==> src/rtl/core/arqws_pkg.sv <==
// Shared types and constants of the sliding-window ARQ sender.
`timescale 1ns / 1ps

package arqws_pkg;

  localparam int DATA_W    = 64;   // message_data / frame_data
  localparam int LEN_W     = 4;    // message_length / frame_length
  localparam int ACK_W     = 8;    // ack_seq
  localparam int FSEQ_W    = 8;    // frame_seq
  localparam int TMO_W     = 16;   // timeout_ticks
  localparam int S_TDATA_W = 80;
  localparam int M_TDATA_W = 80;

  localparam logic [TMO_W-1:0] TIMEOUT_RESET = 16'd100;

  typedef enum logic [1:0] {
    OP_MSG  = 2'd0,
    OP_ACK  = 2'd1,
    OP_TICK = 2'd2,
    OP_NONE = 2'd3
  } op_t;

  // Control part of one result, passed from the control stage to the output pipe.
  typedef struct packed {
    logic              frame_valid;
    logic              frame_is_resend;
    logic              from_store;
    logic              message_rejected;
    logic              window_full;
    logic              transfer_done;
    logic [FSEQ_W-1:0] frame_seq;
  } result_ctl_t;

endpackage

==> src/rtl/core/arqws_store.sv <==
// Window store: one synchronous memory of frame data and length, one write and one read port.
`timescale 1ns / 1ps

module arqws_store #(
  parameter int DEPTH  = 8,
  parameter int ADDR_W = 3,
  parameter int WORD_W = 68
) (
  input  logic              clk,
  input  logic              wr_en,
  input  logic [ADDR_W-1:0] wr_addr,
  input  logic [WORD_W-1:0] wr_data,
  input  logic              rd_en,
  input  logic [ADDR_W-1:0] rd_addr,
  output logic [WORD_W-1:0] rd_data
);

  logic [WORD_W-1:0] mem [DEPTH];

  always_ff @(posedge clk) begin
    if (wr_en) begin
      mem[wr_addr] <= wr_data;
    end
  end

  // Read data holds between reads, so a stalled result keeps its frame.
  always_ff @(posedge clk) begin
    if (rd_en) begin
      rd_data <= mem[rd_addr];
    end
  end

endmodule

==> src/rtl/core/arqws_ctrl.sv <==
// Window control: sequence numbers, timer and decisions for each input transaction.
`timescale 1ns / 1ps

module arqws_ctrl
  import arqws_pkg::*;
#(
  parameter int WINDOW_DEPTH = 8,
  parameter int SEQ_BITS     = 8,
  parameter int MSG_BYTES    = 8,
  parameter int SLOT_W       = 3
) (
  input  logic                   clk,
  input  logic                   rst,
  input  logic                   cfg_we,
  input  logic [TMO_W-1:0]       cfg_wdata,
  input  logic                   in_accept,
  input  op_t                    opcode,
  input  logic [DATA_W-1:0]      message_data,
  input  logic [LEN_W-1:0]       message_length,
  input  logic [ACK_W-1:0]       ack_seq,
  output logic                   wr_en,
  output logic [SLOT_W-1:0]      wr_addr,
  output logic [MSG_BYTES*8-1:0] wr_payload,
  output logic [LEN_W-1:0]       wr_len,
  output logic                   rd_en,
  output logic [SLOT_W-1:0]      rd_addr,
  output result_ctl_t            ctl
);

  localparam int SEQ_HALF  = 1 << (SEQ_BITS - 1);
  localparam int WIN_LIMIT = (WINDOW_DEPTH < SEQ_HALF) ? WINDOW_DEPTH : SEQ_HALF;
  localparam int SUM_W     = $clog2(2 * WINDOW_DEPTH) + 1;
  localparam int MDW       = MSG_BYTES * 8;

  localparam logic [SEQ_BITS:0]   LIMIT_X = (SEQ_BITS + 1)'(WIN_LIMIT);
  localparam logic [SUM_W-1:0]    DEPTH_X = SUM_W'(WINDOW_DEPTH);
  localparam logic [SLOT_W-1:0]   LAST_SLOT = SLOT_W'(WINDOW_DEPTH - 1);
  localparam logic [LEN_W-1:0]    MAX_LEN = LEN_W'(MSG_BYTES);

  logic [SEQ_BITS-1:0] base_seq, base_seq_next;
  logic [SEQ_BITS-1:0] next_seq, next_seq_next;
  logic [SLOT_W-1:0]   base_slot, base_slot_next;
  logic [SLOT_W-1:0]   next_slot, next_slot_next;
  logic                source_ended, source_ended_next;
  logic                finished, finished_next;
  logic [TMO_W-1:0]    idle_ticks, idle_ticks_next;
  logic [TMO_W-1:0]    timeout_ticks;

  logic [SEQ_BITS-1:0]       outstanding;
  logic                      full_now;
  logic [LEN_W-1:0]          len_clamp;
  logic [MDW-1:0]            data_masked;
  logic [SEQ_BITS+ACK_W-1:0] ack_wide;
  logic [SEQ_BITS-1:0]       ack;
  logic [SEQ_BITS-1:0]       ack_gap;
  logic                      ack_adv;
  logic                      ack_dup;
  logic [SEQ_BITS+SUM_W-1:0] dist_wide;
  logic [SUM_W-1:0]          slot_sum;
  logic [SUM_W-1:0]          slot_adj;
  logic [SEQ_BITS-1:0]       out_after;
  logic [SEQ_BITS+7:0]       seq_wide;
  logic [SEQ_BITS-1:0]       send_seq;
  logic                      send_new;
  logic                      send_old;
  logic                      msg_reject;

  assign outstanding = next_seq - base_seq;
  assign full_now    = source_ended || ({1'b0, outstanding} >= LIMIT_X);
  assign len_clamp   = (message_length > MAX_LEN) ? MAX_LEN : message_length;

  always_comb begin
    for (int i = 0; i < MSG_BYTES; i++) begin
      data_masked[i*8 +: 8] = (LEN_W'(i) < len_clamp) ? message_data[i*8 +: 8] : 8'h00;
    end
  end

  assign ack_wide = {{SEQ_BITS{1'b0}}, ack_seq};
  assign ack      = ack_wide[SEQ_BITS-1:0];
  assign ack_gap  = ack - base_seq;
  // A valid advance lies in the forward half of the sequence space and not past next_seq.
  assign ack_adv  = (ack_gap != '0) && !ack_gap[SEQ_BITS-1] && (ack_gap <= outstanding);
  assign ack_dup  = (ack_gap == '0) && (outstanding != '0);

  // The slot pointer moves by the same distance, at most one wrap of the window.
  assign dist_wide = {{SUM_W{1'b0}}, ack_gap};
  assign slot_sum  = SUM_W'(base_slot) + dist_wide[SUM_W-1:0];
  assign slot_adj  = (slot_sum >= DEPTH_X) ? (slot_sum - DEPTH_X) : slot_sum;

  always_comb begin
    base_seq_next     = base_seq;
    next_seq_next     = next_seq;
    base_slot_next    = base_slot;
    next_slot_next    = next_slot;
    source_ended_next = source_ended;
    finished_next     = finished;
    idle_ticks_next   = idle_ticks;
    send_new          = 1'b0;
    send_old          = 1'b0;
    msg_reject        = 1'b0;
    if (in_accept) begin
      case (opcode)
        OP_MSG: begin
          if (full_now) begin
            msg_reject = 1'b1;
          end else begin
            send_new        = 1'b1;
            next_seq_next   = next_seq + 1'b1;
            next_slot_next  = (next_slot == LAST_SLOT) ? '0 : next_slot + 1'b1;
            idle_ticks_next = '0;
            if (len_clamp == '0) begin
              source_ended_next = 1'b1;
            end
          end
        end
        OP_ACK: begin
          if (ack_adv) begin
            base_seq_next  = ack;
            base_slot_next = slot_adj[SLOT_W-1:0];
            if (source_ended && (ack == next_seq)) begin
              finished_next = 1'b1;
            end
          end else if (ack_dup) begin
            send_old        = 1'b1;
            idle_ticks_next = '0;
          end
        end
        OP_TICK: begin
          if (outstanding != '0) begin
            if (idle_ticks >= timeout_ticks) begin
              send_old        = 1'b1;
              idle_ticks_next = '0;
            end else begin
              idle_ticks_next = idle_ticks + 1'b1;
            end
          end
        end
        default: begin
        end
      endcase
    end
  end

  assign out_after = next_seq_next - base_seq_next;
  assign send_seq  = send_new ? next_seq : base_seq;
  assign seq_wide  = {8'h00, send_seq};

  always_comb begin
    ctl.frame_valid      = send_new || send_old;
    ctl.frame_is_resend  = send_old;
    ctl.from_store       = send_old;
    ctl.message_rejected = msg_reject;
    ctl.window_full      = source_ended_next || ({1'b0, out_after} >= LIMIT_X);
    ctl.transfer_done    = finished_next;
    ctl.frame_seq        = (send_new || send_old) ? seq_wide[FSEQ_W-1:0] : '0;
  end

  assign wr_en      = send_new;
  assign wr_addr    = next_slot;
  assign wr_payload = data_masked;
  assign wr_len     = len_clamp;
  assign rd_en      = send_old;
  assign rd_addr    = base_slot;

  always_ff @(posedge clk) begin
    if (rst) begin
      base_seq     <= '0;
      next_seq     <= '0;
      base_slot    <= '0;
      next_slot    <= '0;
      source_ended <= 1'b0;
      finished     <= 1'b0;
      idle_ticks   <= '0;
    end else begin
      base_seq     <= base_seq_next;
      next_seq     <= next_seq_next;
      base_slot    <= base_slot_next;
      next_slot    <= next_slot_next;
      source_ended <= source_ended_next;
      finished     <= finished_next;
      idle_ticks   <= idle_ticks_next;
    end
  end

  always_ff @(posedge clk) begin
    if (rst) begin
      timeout_ticks <= TIMEOUT_RESET;
    end else if (cfg_we) begin
      timeout_ticks <= cfg_wdata;
    end
  end

  a_window_bound: assert property (@(posedge clk) disable iff (rst)
    {1'b0, outstanding} <= LIMIT_X)
    else $error("outstanding frames exceed the window limit");

  a_finish_empty: assert property (@(posedge clk) disable iff (rst)
    finished |-> (source_ended && (base_seq == next_seq)))
    else $error("finished with frames still outstanding");

  a_resend_outstanding: assert property (@(posedge clk) disable iff (rst)
    rd_en |-> (outstanding != '0))
    else $error("resend with an empty window");

  a_send_advances: assert property (@(posedge clk) disable iff (rst)
    wr_en |=> (next_seq == SEQ_BITS'($past(next_seq) + 1'b1)))
    else $error("new frame did not advance next_seq");

endmodule

==> src/rtl/core/arqws_out.sv <==
// Output pipe: joins store read data with the result control and holds the result register.
`timescale 1ns / 1ps

module arqws_out
  import arqws_pkg::*;
#(
  parameter int MSG_BYTES = 8
) (
  input  logic                   clk,
  input  logic                   rst,
  input  logic                   in_accept,
  output logic                   in_ready,
  input  result_ctl_t            ctl,
  input  logic [MSG_BYTES*8-1:0] new_payload,
  input  logic [LEN_W-1:0]       new_len,
  input  logic [MSG_BYTES*8-1:0] store_payload,
  input  logic [LEN_W-1:0]       store_len,
  output logic                   res_valid,
  input  logic                   res_ready,
  output result_ctl_t            res_ctl,
  output logic [DATA_W-1:0]      res_data,
  output logic [LEN_W-1:0]       res_len
);

  localparam int MDW = MSG_BYTES * 8;

  logic              s1_valid;
  result_ctl_t       s1_ctl;
  logic [MDW-1:0]    s1_payload;
  logic [LEN_W-1:0]  s1_len;
  logic              s2_adv;
  logic [MDW-1:0]    sel_payload;
  logic [LEN_W-1:0]  sel_len;

  assign s2_adv   = !res_valid || res_ready;
  assign in_ready = !s1_valid || s2_adv;

  // Stage 1 holds the transaction while the store read is registered; the read data stays put while stalled.
  always_ff @(posedge clk) begin
    if (rst) begin
      s1_valid <= 1'b0;
    end else if (in_ready) begin
      s1_valid <= in_accept;
    end
  end

  always_ff @(posedge clk) begin
    if (in_ready) begin
      s1_ctl     <= ctl;
      s1_payload <= new_payload;
      s1_len     <= new_len;
    end
  end

  always_comb begin
    if (!s1_ctl.frame_valid) begin
      sel_payload = '0;
      sel_len     = '0;
    end else if (s1_ctl.from_store) begin
      sel_payload = store_payload;
      sel_len     = store_len;
    end else begin
      sel_payload = s1_payload;
      sel_len     = s1_len;
    end
  end

  always_ff @(posedge clk) begin
    if (rst) begin
      res_valid <= 1'b0;
    end else if (s2_adv) begin
      res_valid <= s1_valid;
    end
  end

  always_ff @(posedge clk) begin
    if (s2_adv) begin
      res_ctl  <= s1_ctl;
      res_data <= DATA_W'(sel_payload);
      res_len  <= sel_len;
    end
  end

endmodule

==> src/rtl/core/arq_window_sender.sv <==
// Top level of the sliding-window ARQ sender with stream ports.
// An accepted input transaction passes through the stage-1 register, then the result register.
// Throughput: one input transaction per cycle while the output is not stalled; the window store is read and
// written through one port each, and every event touches at most one entry.
// Reset (rst, synchronous) clears sequence numbers, timer and flags and sets
// timeout_ticks to 100; the window store is not cleared and needs no clearing pass.
`timescale 1ns / 1ps

module arq_window_sender
  import arqws_pkg::*;
#(
  parameter int WINDOW_DEPTH = 8,
  parameter int SEQ_BITS     = 8,
  parameter int MSG_BYTES    = 8
) (
  input  logic                 clk,
  input  logic                 rst,
  input  logic                 cfg_we,
  input  logic [TMO_W-1:0]     cfg_wdata,    // timeout_ticks
  input  logic                 s_tvalid,
  output logic                 s_tready,
  input  logic [S_TDATA_W-1:0] s_tdata,      // message_data, message_length, ack_seq, pad
  input  logic [1:0]           s_tuser,      // opcode
  output logic                 m_tvalid,
  input  logic                 m_tready,
  output logic [M_TDATA_W-1:0] m_tdata,      // frame_seq, frame_data, frame_length,
                                             // message_rejected, window_full,
                                             // transfer_done, pad
  output logic [1:0]           m_tuser       // frame_valid, frame_is_resend
);

  localparam int SLOT_W = (WINDOW_DEPTH > 1) ? $clog2(WINDOW_DEPTH) : 1;
  localparam int MDW    = MSG_BYTES * 8;
  localparam int WORD_W = MDW + LEN_W;

  logic              in_accept;
  result_ctl_t       ctl;
  logic              wr_en;
  logic [SLOT_W-1:0] wr_addr;
  logic [MDW-1:0]    wr_payload;
  logic [LEN_W-1:0]  wr_len;
  logic              rd_en;
  logic [SLOT_W-1:0] rd_addr;
  logic [WORD_W-1:0] rd_word;
  result_ctl_t       res_ctl;
  logic [DATA_W-1:0] res_data;
  logic [LEN_W-1:0]  res_len;

  assign in_accept = s_tvalid && s_tready;

  arqws_ctrl #(
    .WINDOW_DEPTH (WINDOW_DEPTH),
    .SEQ_BITS     (SEQ_BITS),
    .MSG_BYTES    (MSG_BYTES),
    .SLOT_W       (SLOT_W)
  ) u_ctrl (
    .clk            (clk),
    .rst            (rst),
    .cfg_we         (cfg_we),
    .cfg_wdata      (cfg_wdata),
    .in_accept      (in_accept),
    .opcode         (op_t'(s_tuser)),
    .message_data   (s_tdata[63:0]),
    .message_length (s_tdata[67:64]),
    .ack_seq        (s_tdata[75:68]),
    .wr_en          (wr_en),
    .wr_addr        (wr_addr),
    .wr_payload     (wr_payload),
    .wr_len         (wr_len),
    .rd_en          (rd_en),
    .rd_addr        (rd_addr),
    .ctl            (ctl)
  );

  arqws_store #(
    .DEPTH  (WINDOW_DEPTH),
    .ADDR_W (SLOT_W),
    .WORD_W (WORD_W)
  ) u_store (
    .clk     (clk),
    .wr_en   (wr_en),
    .wr_addr (wr_addr),
    .wr_data ({wr_len, wr_payload}),
    .rd_en   (rd_en),
    .rd_addr (rd_addr),
    .rd_data (rd_word)
  );

  arqws_out #(
    .MSG_BYTES (MSG_BYTES)
  ) u_out (
    .clk           (clk),
    .rst           (rst),
    .in_accept     (in_accept),
    .in_ready      (s_tready),
    .ctl           (ctl),
    .new_payload   (wr_payload),
    .new_len       (wr_len),
    .store_payload (rd_word[MDW-1:0]),
    .store_len     (rd_word[WORD_W-1:MDW]),
    .res_valid     (m_tvalid),
    .res_ready     (m_tready),
    .res_ctl       (res_ctl),
    .res_data      (res_data),
    .res_len       (res_len)
  );

  assign m_tdata = {1'b0,
                    res_ctl.transfer_done,
                    res_ctl.window_full,
                    res_ctl.message_rejected,
                    res_len,
                    res_data,
                    res_ctl.frame_seq};
  assign m_tuser = {res_ctl.frame_is_resend, res_ctl.frame_valid};

endmodule
==> config.mk <==
export PLATFORM = sky130hd
export DESIGN_NAME = arq_window_sender
export DESIGN_NICKNAME = d
export VERILOG_FILES = /design/src/rtl/core/arqws_pkg.sv /design/src/rtl/core/arqws_store.sv /design/src/rtl/core/arqws_ctrl.sv /design/src/rtl/core/arqws_out.sv /design/src/rtl/core/arq_window_sender.sv
export SDC_FILE = /design/constraint.sdc
export NUM_CORES = 1
export LEC_CHECK = 0
export BUFFER_PORTS_ARGS = -buffer_cell sky130_fd_sc_hd__buf_2
export CELL_PAD_IN_SITES_DETAIL_PLACEMENT = 1
export CELL_PAD_IN_SITES_GLOBAL_PLACEMENT = 1
export CORE_MARGIN = 10
export CORE_UTILIZATION = 48
export DETAILED_ROUTE_END_ITERATION = 6
export PLACE_DENSITY = 0.79
export REMOVE_ABC_BUFFERS = 1
export SKIP_CTS_REPAIR_TIMING = 1
export SLEW_MARGIN = 20
export SYNTH_ARGS = -nofsm -noshare
export SYNTH_HDL_FRONTEND = slang
export SYNTH_HIERARCHICAL = 1
export SYNTH_SLANG_ARGS = --single-unit
export TNS_END_PERCENT = 1
==> constraint.sdc <==
create_clock -name clk -period 8.8 [get_ports clk]
set_input_delay 0.44 -clock clk [delete_from_list [all_inputs] [get_ports clk]]
set_output_delay 0.44 -clock clk [all_outputs]
set_load 0.1 [all_outputs]
## Word-level counts from Yosys, hierarchy flattened

Memory sizes are Yosys's and may differ from the RTL's. A register that Yosys moved wholly into a read port is not among the register bits.
Index checks and enable logic that the tools add are counted.

| word-level totals | value |
|---|---|
| register bits after elaboration | 220 |
| memory bits (writable) | 544 |
| input bits | 103 |
| output and inout bits | 84 |
| word-level logic and storage cells | 127 |
| memories | 1 |

| operators by class | value |
|---|---|
| add/sub/neg operators | 8 |
| $lt $le $gt $ge | 14 |
| equality and inequality tests | 8 |
| multiplexer cells | 46 |
| bitwise operators | 1 |
| reductions and logical operators | 23 |

Memory list:

| memory | words | width | rd ports | clocked after memory_dff | write ports | RTL line | RTL |
|---|---|---|---|---|---|---|---|
| u_store.mem | 8 | 68 | 1 | 1 | 1 | arqws_store.sv:18 | `logic [WORD_W-1:0] mem [DEPTH];` |

Operators by type and width:

| operator | count |
|---|---|
| 8-bit 2-to-1 mux | 15 |
| 16-bit 2-to-1 mux | 5 |
| 64-bit 2-to-1 mux | 1 |
| 16-bit one-hot mux with 3 select lines | 1 |
| 8-bit subtractor | 3 |
| 1-bit 2-to-1 mux | 19 |
| 16-bit by 1-bit adder with 16-bit output (second input constant) | 1 |
| 16-bit greater-or-equal comparator | 1 |
| 8-bit by 4-bit greater-or-equal comparator with 1-bit output (second input constant) | 2 |
| 3-bit by 4-bit less-than comparator with 1-bit output (first input constant) | 4 |
| 8-bit nonzero test | 2 |
| 8-bit by 1-bit adder with 8-bit output (second input constant) | 1 |
| 8-bit == test | 1 |
| 8-bit less-or-equal comparator | 1 |
| 8-bit logical NOT | 1 |
| 1-bit by 4-bit less-than comparator with 1-bit output (first input constant) | 2 |
| 2-bit by 4-bit less-than comparator with 1-bit output (first input constant) | 2 |
| 4-bit 2-to-1 mux | 2 |
| 3-bit 2-to-1 mux | 2 |
| 3-bit AND reduction | 2 |
| 6-bit AND reduction | 1 |
| 3-bit by 5-bit adder with 5-bit output | 1 |
| 5-bit by 4-bit greater-or-equal comparator with 1-bit output (second input constant) | 1 |
| 1-bit logical AND | 5 |
| other kinds (16) | 24 |

## Depth between registers and ports, before layout

Gate-level depths: netlist of run 1.

| logic depth | value |
|---|---|
| depth after elaboration | 10 |
| depth in mapped cells | 28 |
| gate-level depth less buffers | 26 |

## Hierarchy

The synthesis of run 1 kept the hierarchy.

By module, submodules not included:

| module | times used | cells each | area each (µm²) | seq. area each (µm²) |
|---|---|---|---|---|
| arqws_store | 1 | 867 | 22477.8 | 18377.6 |
| arqws_out | 1 | 323 | 6222.2 | 4964.8 |
| arqws_ctrl | 1 | 647 | 5131.2 | 1121.1 |
| arq_window_sender | 1 | 3 | 17.5 | 0.0 |

## Worst setup path after synthesis of run 1

No wires, ideal clock.

| path | value |
|---|---|
| path type | reg-to-reg |
| start | register u_out.res_valid |
| end | memory u_store.mem[0][0] (enable) |
| library setup time | 0.578 ns |
| arrival | 9.415 ns |
| data required time | 8.222 ns |
| setup slack | -1.193 ns |
| cell stages (with the launch flop) | 9 |
| path buffers | 2 |
| clock period less this slack | 9.993 ns |
| path through | dfxtp_1 -> nand3b_1 -> and2_1 -> nand3_1 -> inv_1 -> buf_2 -> buf_2 -> nand2b_1 -> nor3_1 |

| between the ends | value |
|---|---|
| word-level cells in the longest chain between the ends | 7 |

Ends and longest elaborated chain:

| what | RTL line | RTL |
|---|---|---|
| from (decl) | arqws_out.sv:18 | `output logic res_valid,` |
| from (signal assigned) | arqws_out.sv:72 | `res_valid <= s1_valid;` |
| 1-bit logical NOT | arqws_out.sv:35 | `assign s2_adv = !res_valid \|\| res_ready;` |
| 1-bit logical OR | arqws_out.sv:35 |  |
| 1-bit logical OR | arqws_out.sv:36 | `assign in_ready = !s1_valid \|\| s2_adv;` |
| net s_tready | arq_window_sender.sv:21 | `output logic s_tready,` |
| 1-bit logical AND | arq_window_sender.sv:49 | `assign in_accept = s_tvalid && s_tready;` |
| net in_accept | arq_window_sender.sv:36 | `logic in_accept;` |
| 1-bit 2-to-1 mux | arqws_ctrl.sv:101 | `if (in_accept) begin` |
| net wr_en | arq_window_sender.sv:38 | `logic wr_en;` |
| 1-bit 2-to-1 mux | arqws_store.sv:21 | `if (wr_en) begin` |
| 1-bit 2-to-1 mux (implied by the code) | arqws_store.sv:22 | `mem[wr_addr] <= wr_data;` |
| to (decl) | arqws_store.sv:18 |  |

The timed path passes the listed nets, and every way through them passes these cells.

==> results of run 1 <==
cells in the final DEF, fill, tap and decap left out, drive strengths merged, types with 28 or more instances in the layout:
cell type	n
edfxtp	775
buf	209
nor2b	143
mux4	136
clkbuf	109
mux2i	92
mux2	72
nor2	65
dfxtp	58
inv	58
ha	51
nand2	50
a21oi	34
clkinv	28
per-stage QoR:
| stage | worst slack (ns) | TNS, ns | area, sq um |
|---|---|---|---|
| final | 1.637 | 0 | 38790 |
| after global routing | 1.277 | 0 | 38790 |
| after CTS | 1.696 | 0 | 38780 |
| after detailed placement | 1.707 | 0 | 35810 |
| after global placement | 1.905 | 0 | 35810 |
| after floorplan | -1.182 | -160.73 | 33360 |
area by class of cell:
type                       instances  area share, %
multi-input combinational        873          22.67
antenna                            1       0.006451
tap                              940          3.032
clock inverter                    51          1.703
sequential                       833          63.02
timing repair buffer             209          3.081
clock buffer                     109          5.958
inverter                          54         0.5290
sequential cells by signal, summed over array words and instances, names as in the netlist:
| register | cells |
|---|---|
| u_ctrl/source_ended | 1 |
| u_store/rd_data | 68 |
| u_out/res_len | 4 |
| u_out/s1_payload | 64 |
| u_out/s1_len | 4 |
| u_ctrl/wr_addr | 3 |
| u_out/s1_ctl | 14 |
| u_out/res_valid | 1 |
| u_ctrl/rd_addr | 3 |
| u_store/mem | 544 |
| u_out/res_data | 64 |
| u_ctrl/timeout_ticks | 16 |
| u_out/res_ctl | 13 |
| u_ctrl/base_seq | 8 |
| u_out/s1_valid | 1 |
| u_ctrl/finished | 1 |
| u_ctrl/next_seq | 8 |
| u_ctrl/idle_ticks | 16 |
critical path, delay by kind of cell, from the launching register on:
kind | cells | cell delay [ns]
AND/OR/NAND/NOR | 4 | 1.36
adder cells (fa/ha/maj) | 3 | 0.92
multiplexers | 2 | 0.67
buffers and inverters | 4 | 0.70
flip-flops | 1 | 0.38
XOR/XNOR | 1 | 0.14
AO/OA/AOI/OAI | 7 | 2.69
power groups by stage:
| stage | Sequential, mW | Clock, mW | Combinational, mW |
|---|---|---|---|
| after floorplan | 4.77 | 0 | 0.269 |
| after global placement | 4.54 | 0 | 0.642 |
| after detailed placement | 4.55 | 0 | 0.665 |
| after CTS | 4.47 | 3.88 | 0.671 |
| after global routing | 4.47 | 4.03 | 0.709 |
| final | 4.47 | 3.80 | 0.664 |
metal layers:
metal	vias up	wire (um)	GRT usage, %
met4	6	1564	5.422
li1	7644	-	-
met1	9068	33290	25.13
met3	107	4185	3.560
met2	446	40860	33.61
met5	-	43	0
final timing paths:
path | from | to | slack (ns) | cells after the start
worst max-delay path | u_ctrl/next_seq[0] | u_out/s1_ctl[9] | 1.64 | 21
worst min-delay path | cfg_wdata[6] | u_ctrl/timeout_ticks[6] | 0.03 | 3
worst max register to register | u_ctrl/next_seq[0] | u_out/s1_ctl[9] | 1.64 | 21
worst min register to register | u_out/s1_ctl[4] | u_out/res_ctl[4] | 0.42 | 0
==> results_dict.tcl, run 1 <==
set metrics [dict create \
    path_clk_slew_ns 0.06 \
    clockPowerShare_pct 42.5 \
    worst_skew_pair.late_latency_ns 0.65 \
    vias 17271 \
    remaining_drc_errors 0 \
    drt.antenna.violating_nets 0 \
    numClockSinks 833 \
    drt_iter0_markers 1509 \
    status "finished, final reports clean" \
    swShare_pct 22.99 \
    wl_per_cell_um 26.04 \
    p_seq_share_pct 50.0 \
    gr-total-overflow 0 \
    comb_power_share_pct 7.4 \
    final_cells 3070 \
    hold_class "primary input to register" \
    hpwl_um 45700 \
    portBuffers 181 \
    crit_required_ns 9.17 \
    total_power_mw 8.926 \
    nets 2215 \
    cap_violations 0 \
    crit_path_cell_trace "inv_1 -> ha_1 -> inv_1 -> fa_1 -> a211oi_1 -> or4b_1 -> o2111ai_2 -> a2111oi_0 -> nand3_1 -> inv_1 -> mux2i_1 -> inv_1 -> ha_1 -> a21o_1 -> a21oi_1 -> nand2_1 -> mux2_4 -> a211oi_1 -> o41ai_4 -> xnor2_1 -> or4_1" \
    die_area_sq_mm 0.08147 \
    end_kind "register" \
    synthCells 1839 \
    core_sq_mm 0.06991 \
    relSlewSlack_pct 26.38 \
    leakage_nw 13.25 \
    num-fill-cells 6383 \
    cts_buffer_depth 3 \
    min_period_over_period_pct 81.39 \
    postSynthAreaPerCell_sq_um 18.39 \
    area_growth_syn_to_layout_pct 14.70 \
    worstSetupPathType "register to register" \
    root_buffer "clkbuf_16" \
    die_h_um 285.4 \
    min_period_ns 7.163 \
    initial_core_util_pct 48.38 \
    multi_input_area_sq_mm 0.008793 \
    grt_pass1_wl_um 120400 \
    slowest_delay_ns 0.86 \
    powerDensity_mw_per_mm2 230.1 \
    drv_slew 0 \
    layout-drive-gt1-share_pct 27.20 \
    wl_um 79940 \
    syn-cell-area_sq_mm 0.03382 \
    rsz0062_at_grt "false" \
    place_congestion 0.8050 \
    arrival_ns 7.53 \
    cpMostUsedCell "inv_1" \
    net-switching-power_mw 2.052 \
    internal_power_mw 6.875 \
    ff_latch_area_sq_mm 0.02444 \
    antenna_found_initial 3 \
    path_max_fanout 9 \
    timing.hold.ws_ns 0.03252 \
    firstDrtPassIters 5 \
    cts_buffers 86 \
    rows 97 \
    timing_hold_violations_final 0 \
    fmax_mhz 139.6 \
    final_util_pct 55.49 \
    vias_per_cell 5.626 \
    dpl.cell_count 2909 \
    final-setup-viol-count 0 \
    grt_max_degree 65 \
    die_x_um 285.4 \
    cts_tree "built" \
    grt_pass1_vias 19075 \
    worstMarginPinSlew_ns 1.100 \
    htreeDepth 3 \
    io_pins 187 \
    cp_slowest_cell "a2111oi_0" \
    ir_worst_vdd_mv 0.2201 \
    track_usage_pct 19.51 \
    yosysWarnings 6 \
    skew_ns 0.02498 \
    startpoint_type "register" \
]
Note: power is estimated with default switching activity, not from simulation.
==> run 2, diff against run 1 <==
==> constraint.sdc (replaced) <==
create_clock -name clk -period 6.2 [get_ports clk]
set_input_delay 0.31 -clock clk [delete_from_list [all_inputs] [get_ports clk]]
set_output_delay 0.31 -clock clk [all_outputs]
set_load 0.1 [all_outputs]
==> run 2 against run 1 <==
Against the previous run: first-iteration DRC count is 8.7% lower; largest power group unchanged; largest cell class unchanged; count of clock-buffer cells in the layout is 4 higher; clock skew is 0.0016 ns higher; sequential share of layout area hardly changed; via count is 0.48% higher; sequential power is 42% higher; worst setup slack worse by 1.3 ns; register-to-register slack worse by 1.3 ns.
==> results_dict.tcl, run 2 (same netlist as run 1, synthesis figures left out) <==
set metrics [dict create \
    status "finished, final reports clean" \
    placed_area_sq_mm 0.03591 \
    root_buffer "clkbuf_16" \
    skew_ns 0.02654 \
    rows 97 \
    reg.largest.list "u_store/mem: 544 flops, u_store/rd_data: 68 flops" \
    powerDensity_mw_per_mm2 314.8 \
    portBuffers 181 \
    worstSetupPathType "register to register" \
    hpwl_um 45830 \
    drt.antenna.violating_nets 0 \
    worst_skew_pair.late_latency_ns 0.64 \
    grt_util_met2_pct 33.03 \
    grt_max_degree 87 \
    core_sq_mm 0.06991 \
    layout_commonest_cell "edfxtp_1" \
    path_max_fanout 5 \
    remaining_drc_errors 0 \
    final_cells 3093 \
    reg2regPathDepth 22 \
    timing_hold_violations_final 0 \
    largest_reg_flops 544 \
    gr-total-overflow 0 \
    dpl.cell_count 2920 \
    track_usage_pct 19.27 \
    cts_buffers 86 \
    crit_path_cell_trace "ha_1 -> inv_1 -> fa_1 -> a211o_1 -> and3_1 -> o311ai_2 -> ha_1 -> nand2_1 -> nor2_1 -> a211o_1 -> o22ai_1 -> nand4bb_4 -> mux2i_2 -> ha_1 -> a21o_1 -> a21oi_2 -> nand2_1 -> mux2_4 -> a211oi_2 -> o41ai_4 -> xnor2_1 -> or4_1" \
    top_register "u_store/mem" \
    io_pins 187 \
    min_period_ns 5.827 \
    grt_pass1_vias 19281 \
    initial_core_util_pct 48.38 \
    area_growth_syn_to_layout_pct 14.64 \
    min_period_over_period_pct 93.98 \
    critPathTopFamily "compound AO/OA/AOI/OAI gates" \
    startpoint_type "register" \
    die_x_um 285.4 \
    ir_worst_vdd_mv 0.2023 \
    rsz0062_at_grt "false" \
    wl_per_cell_um 25.55 \
    cp_slowest_cell "or4_1" \
    gr-usage-met1_pct 25.07 \
    grt_pass1_wl_um 119800 \
    fmax_mhz 171.6 \
    path_clk_slew_ns 0.06 \
    htreeDepth 3 \
    design_area_sq_mm 0.03877 \
    die_area_sq_mm 0.08147 \
    antenna_found_initial 4 \
    worstMarginPinSlew_ns 1.168 \
    arrival_ns 6.19 \
    firstDrtPassIters 5 \
    met3_usage_pct 3.560 \
    die_h_um 285.4 \
    hold_class "primary input to register" \
    numClockSinks 833 \
    end_kind "register" \
    final-setup-viol-count 0 \
    cts_tree "built" \
    vias_per_cell 5.611 \
    drt_iter0_markers 1377 \
    cp_num_cells 22 \
    slowest_delay_ns 0.53 \
    leakage_nw 13.22 \
    nets 2241 \
    relSlewSlack_pct 21.87 \
    worst-path-buf-inv 1 \
    wl_um 79010 \
    cpMostUsedCell "ha_1" \
    crit_required_ns 6.56 \
    cap_violations 0 \
    vias 17354 \
    final_cell_mix "edfxtp_1 (775), buf_2 (181), nor2b_1 (143), mux4_2 (136), mux2i_1 (91)" \
    top_usage_layer "met2" \
    hold_path_depth 3 \
    drv_slew 0 \
    place_congestion 0.8344 \
    layout-drive-gt1-share_pct 26.81 \
    cts_buffer_depth 3 \
]
==> run 2: area by class of cell <==
| class | count | area [sq um] |
|---|---|---|
| antenna | 1 | 2.502 |
| clock buffer | 113 | 2296 |
| clock inverter | 44 | 374.1 |
| fill | 6407 | 31140 |
| inverter | 54 | 205.2 |
| multi-input combinational | 873 | 8831 |
| sequential | 833 | 24440 |
| tap | 940 | 1176 |
| timing repair buffer | 235 | 1440 |
==> run 2: routing by layer <==
layer,part of all wire [%],routed length (um)
met2,51,39940
met5,0.033,26
met1,42,33370
met4,1.8,1440
met3,5.4,4232
==> run 2: power breakdown <==
| group | switching (mW) | internal, mW | total (mW) |
|---|---|---|---|
| sequential | 0.0551 | 6.29 | 6.34 |
| combinational | 0.682 | 0.279 | 0.962 |
| clock | 2.11 | 2.79 | 4.90 |
| total | 2.85 | 9.36 | 12.2 |
==> run 2: worst reg2reg max path, cell delays in order (launching register included) <==
cell and delay (ns):
dfxtp_1 0.38, ha_1 0.20, inv_1 0.06, fa_1 0.40, a211o_1 0.34, and3_1 0.21
o311ai_2 0.34, ha_1 0.30, nand2_1 0.08, nor2_1 0.04, a211o_1 0.22, o22ai_1 0.23
nand4bb_4 0.23, mux2i_2 0.29, ha_1 0.27, a21o_1 0.20, a21oi_2 0.26, nand2_1 0.10
mux2_4 0.30, a211oi_2 0.33, o41ai_4 0.12, xnor2_1 0.14, or4_1 0.53
==> run 2: worst paths after layout <==
check / startpoint / slack [ns] / end
worst max-delay path: u_ctrl/base_seq[0] / 0.37 / u_out/s1_ctl[9]
worst min-delay path: cfg_wdata[15] / 0.01 / u_ctrl/timeout_ticks[15]
worst max register to register: u_ctrl/base_seq[0] / 0.37 / u_out/s1_ctl[9]
worst min register to register: u_out/s1_ctl[6] / 0.42 / u_out/res_ctl[6]
==> run 2: through the flow <==
| step | utilization (%) | setup TNS [ns] | hold slack (ns) | setup WS (ns) | total power, mW |
|---|---|---|---|---|---|
| 2_1_floorplan | - | -1373.81 | 0.3791 | -3.782 | 7.147 |
| 3_3_place_gp | 51.36 | 0 | 0.4024 | 0.1024 | 7.373 |
| 3_5_place_dp | 51.36 | -0.05264 | 0.4063 | -0.05264 | 7.413 |
| 4_1_cts | 55.18 | 0 | -0.1099 | 0.01931 | 12.31 |
| 5_1_grt | 55.46 | 0 | 0.01429 | 0.008102 | 12.64 |
| 6_report | 55.46 | 0 | 0.009960 | 0.3734 | 12.21 |
==> run 3, diff against run 2 <==
--- a/config.mk
+++ b/config.mk
@@ -11,7 +11,7 @@
 export CORE_MARGIN = 10
 export CORE_UTILIZATION = 48
 export DETAILED_ROUTE_END_ITERATION = 6
-export PLACE_DENSITY = 0.79
+export PLACE_DENSITY = 0.84
 export REMOVE_ABC_BUFFERS = 1
 export SKIP_CTS_REPAIR_TIMING = 1
 export SLEW_MARGIN = 20
==> run 3 against run 2 <==
Against the previous run: the run now ends with hold timing left; clock skew grew 0.0049 ns; final cell count grew 0.45%; sequential share of layout area shrank 0.51 points; utilization grew 0.45 points; critical path type unchanged; critical endpoint unchanged.
==> results_dict.tcl, run 3 (same netlist as run 1, synthesis figures left out) <==
set metrics [dict create \
    status "finished, violations left" \
    violations "hold timing" \
    fmax_mhz 172.3 \
    path_max_fanout 5 \
    powerDensity_mw_per_mm2 319.7 \
    layout_commonest_cell "edfxtp_1" \
    p_seq_share_pct 50.7 \
    internal_power_mw 9.585 \
    final-setup-viol-count 0 \
    design_area_sq_mm 0.03909 \
    place_congestion 0.8072 \
    path_clk_slew_ns 0.06 \
    final_util_pct 55.91 \
    timing.hold.ws_ns -0.006888 \
    wl_per_cell_um 26.70 \
    die_x_um 285.4 \
    cts_tree "built" \
    multi_input_area_sq_mm 0.008825 \
    core_sq_mm 0.06991 \
    firstDrtPassIters 5 \
    worstMarginPinSlew_ns 1.142 \
    grt_max_degree 90 \
    portBuffers 181 \
    total_power_mw 12.50 \
    initial_core_util_pct 48.38 \
    remaining_drc_errors 0 \
    nets 2255 \
    final_cell_mix "edfxtp_1 (775), buf_2 (181), nor2b_1 (143), mux4_2 (136), mux2i_1 (91)" \
    cts_buffer_depth 3 \
    vias_per_cell 5.676 \
    area_growth_syn_to_layout_pct 15.57 \
    num-fill-cells 6363 \
    gr-total-overflow 0 \
    cts_buffers 85 \
    worstSetupPathType "register to register" \
    layout-drive-gt1-share_pct 27.79 \
    placed_area_sq_mm 0.03604 \
    min_period_ns 5.804 \
    comb_power_share_pct 7.9 \
    ir_worst_vdd_mv 0.1954 \
    largest_reg_flops 544 \
    die_h_um 285.4 \
    top_register "u_store/mem" \
    relSlewSlack_pct 23.51 \
    setup_slack_ns 0.3962 \
    drt.antenna.violating_nets 0 \
    die_area_sq_mm 0.08147 \
    timing_hold_violations_final 1 \
    startpoint_type "register" \
    hold_class "primary input to register" \
    swShare_pct 23.30 \
    drt_iter0_markers 1611 \
    clockPowerShare_pct 41.4 \
    skew_ns 0.03148 \
    grt_pass1_wl_um 124400 \
    rows 97 \
    track_usage_pct 20.21 \
    end_kind "register" \
    wl_um 82970 \
    cap_violations 0 \
    vias 17634 \
    worst_skew_pair.late_latency_ns 0.65 \
    reg.largest.list "u_store/mem: 544 flops, u_store/rd_data: 68 flops" \
    htreeDepth 3 \
    place_ws_ns 0.3212 \
    grt_pass1_vias 19456 \
    antenna_found_initial 6 \
    crit_required_ns 6.57 \
    numClockSinks 833 \
    leakage_nw 13.38 \
    arrival_ns 6.18 \
    ff_latch_area_sq_mm 0.02444 \
    root_buffer "clkbuf_16" \
    net-switching-power_mw 2.912 \
    hpwl_um 48920 \
    min_period_over_period_pct 93.61 \
    io_pins 187 \
    drv_slew 0 \
]
==> run 3: stage by stage <==
step             TNS [ns]  std cells  hold WS [ns]
2_1_floorplan    -1373.81       1760        0.3791
3_3_place_gp            0       2930        0.4033
3_5_place_dp            0       2930        0.4061
4_1_cts                 0       3086       -0.1153
5_1_grt        -0.0009828       3106     -0.003850
6_report                0       3107     -0.006888
==> run 3: power by group through the flow <==
stage	Sequential [mW]	Clock, mW	Combinational, mW
detailed placement	6.46	0	0.963
floorplan	6.77	0	0.381
CTS	6.34	5.28	0.971
global route	6.35	5.51	1.05
global placement	6.45	0	0.926
finish	6.34	5.18	0.982
==> run 3: final timing paths <==
path	start	to	slack, ns	depth (start not counted)
max	u_ctrl/base_seq[0]	u_out/s1_ctl[9]	0.40	25
min	cfg_wdata[3]	u_ctrl/timeout_ticks[3]	-0.007	3
max reg2reg	u_ctrl/base_seq[0]	u_out/s1_ctl[9]	0.40	25
min reg2reg	u_out/s1_ctl[0]	u_out/res_ctl[0]	0.42	0
==> run 3: final cells by class <==
class / count / area share, %
clock inverters: 50 / 1.450
multi-input cells: 873 / 22.58
well taps: 940 / 3.009
diodes: 1 / 0.006402
repair buffers: 250 / 4.139
flip-flops and latches: 833 / 62.54
clock buffers: 106 / 5.749
inverters: 54 / 0.5250
==> run 3: worst max-delay path, stage by stage, from the launching register on <==
cell and delay, ns:
dfxtp_1 0.40, ha_1 0.19, inv_1 0.06, fa_1 0.42, a211o_1 0.35, and3_1 0.21
o311ai_2 0.33, ha_1 0.30, nand2_1 0.08, nor2_1 0.04, a211o_1 0.23, o22ai_1 0.16
nand4bb_2 0.25, o21ai_1 0.26, ha_1 0.24, inv_1 0.05, a21o_1 0.15, a21oi_1 0.14
buf_4 0.16, nand2_1 0.05, mux2_4 0.28, a211oi_1 0.26, buf_4 0.17, o41ai_4 0.07
xnor2_1 0.14, or4_1 0.53
==> run 3: routing by layer <==
| layer | track usage, % | wire [um] |
|---|---|---|
| met5 | 0 | 54 |
| met1 | 25.41 | 32630 |
| met4 | 5.738 | 1752 |
| met2 | 35.42 | 43500 |
| met3 | 3.750 | 5034 |
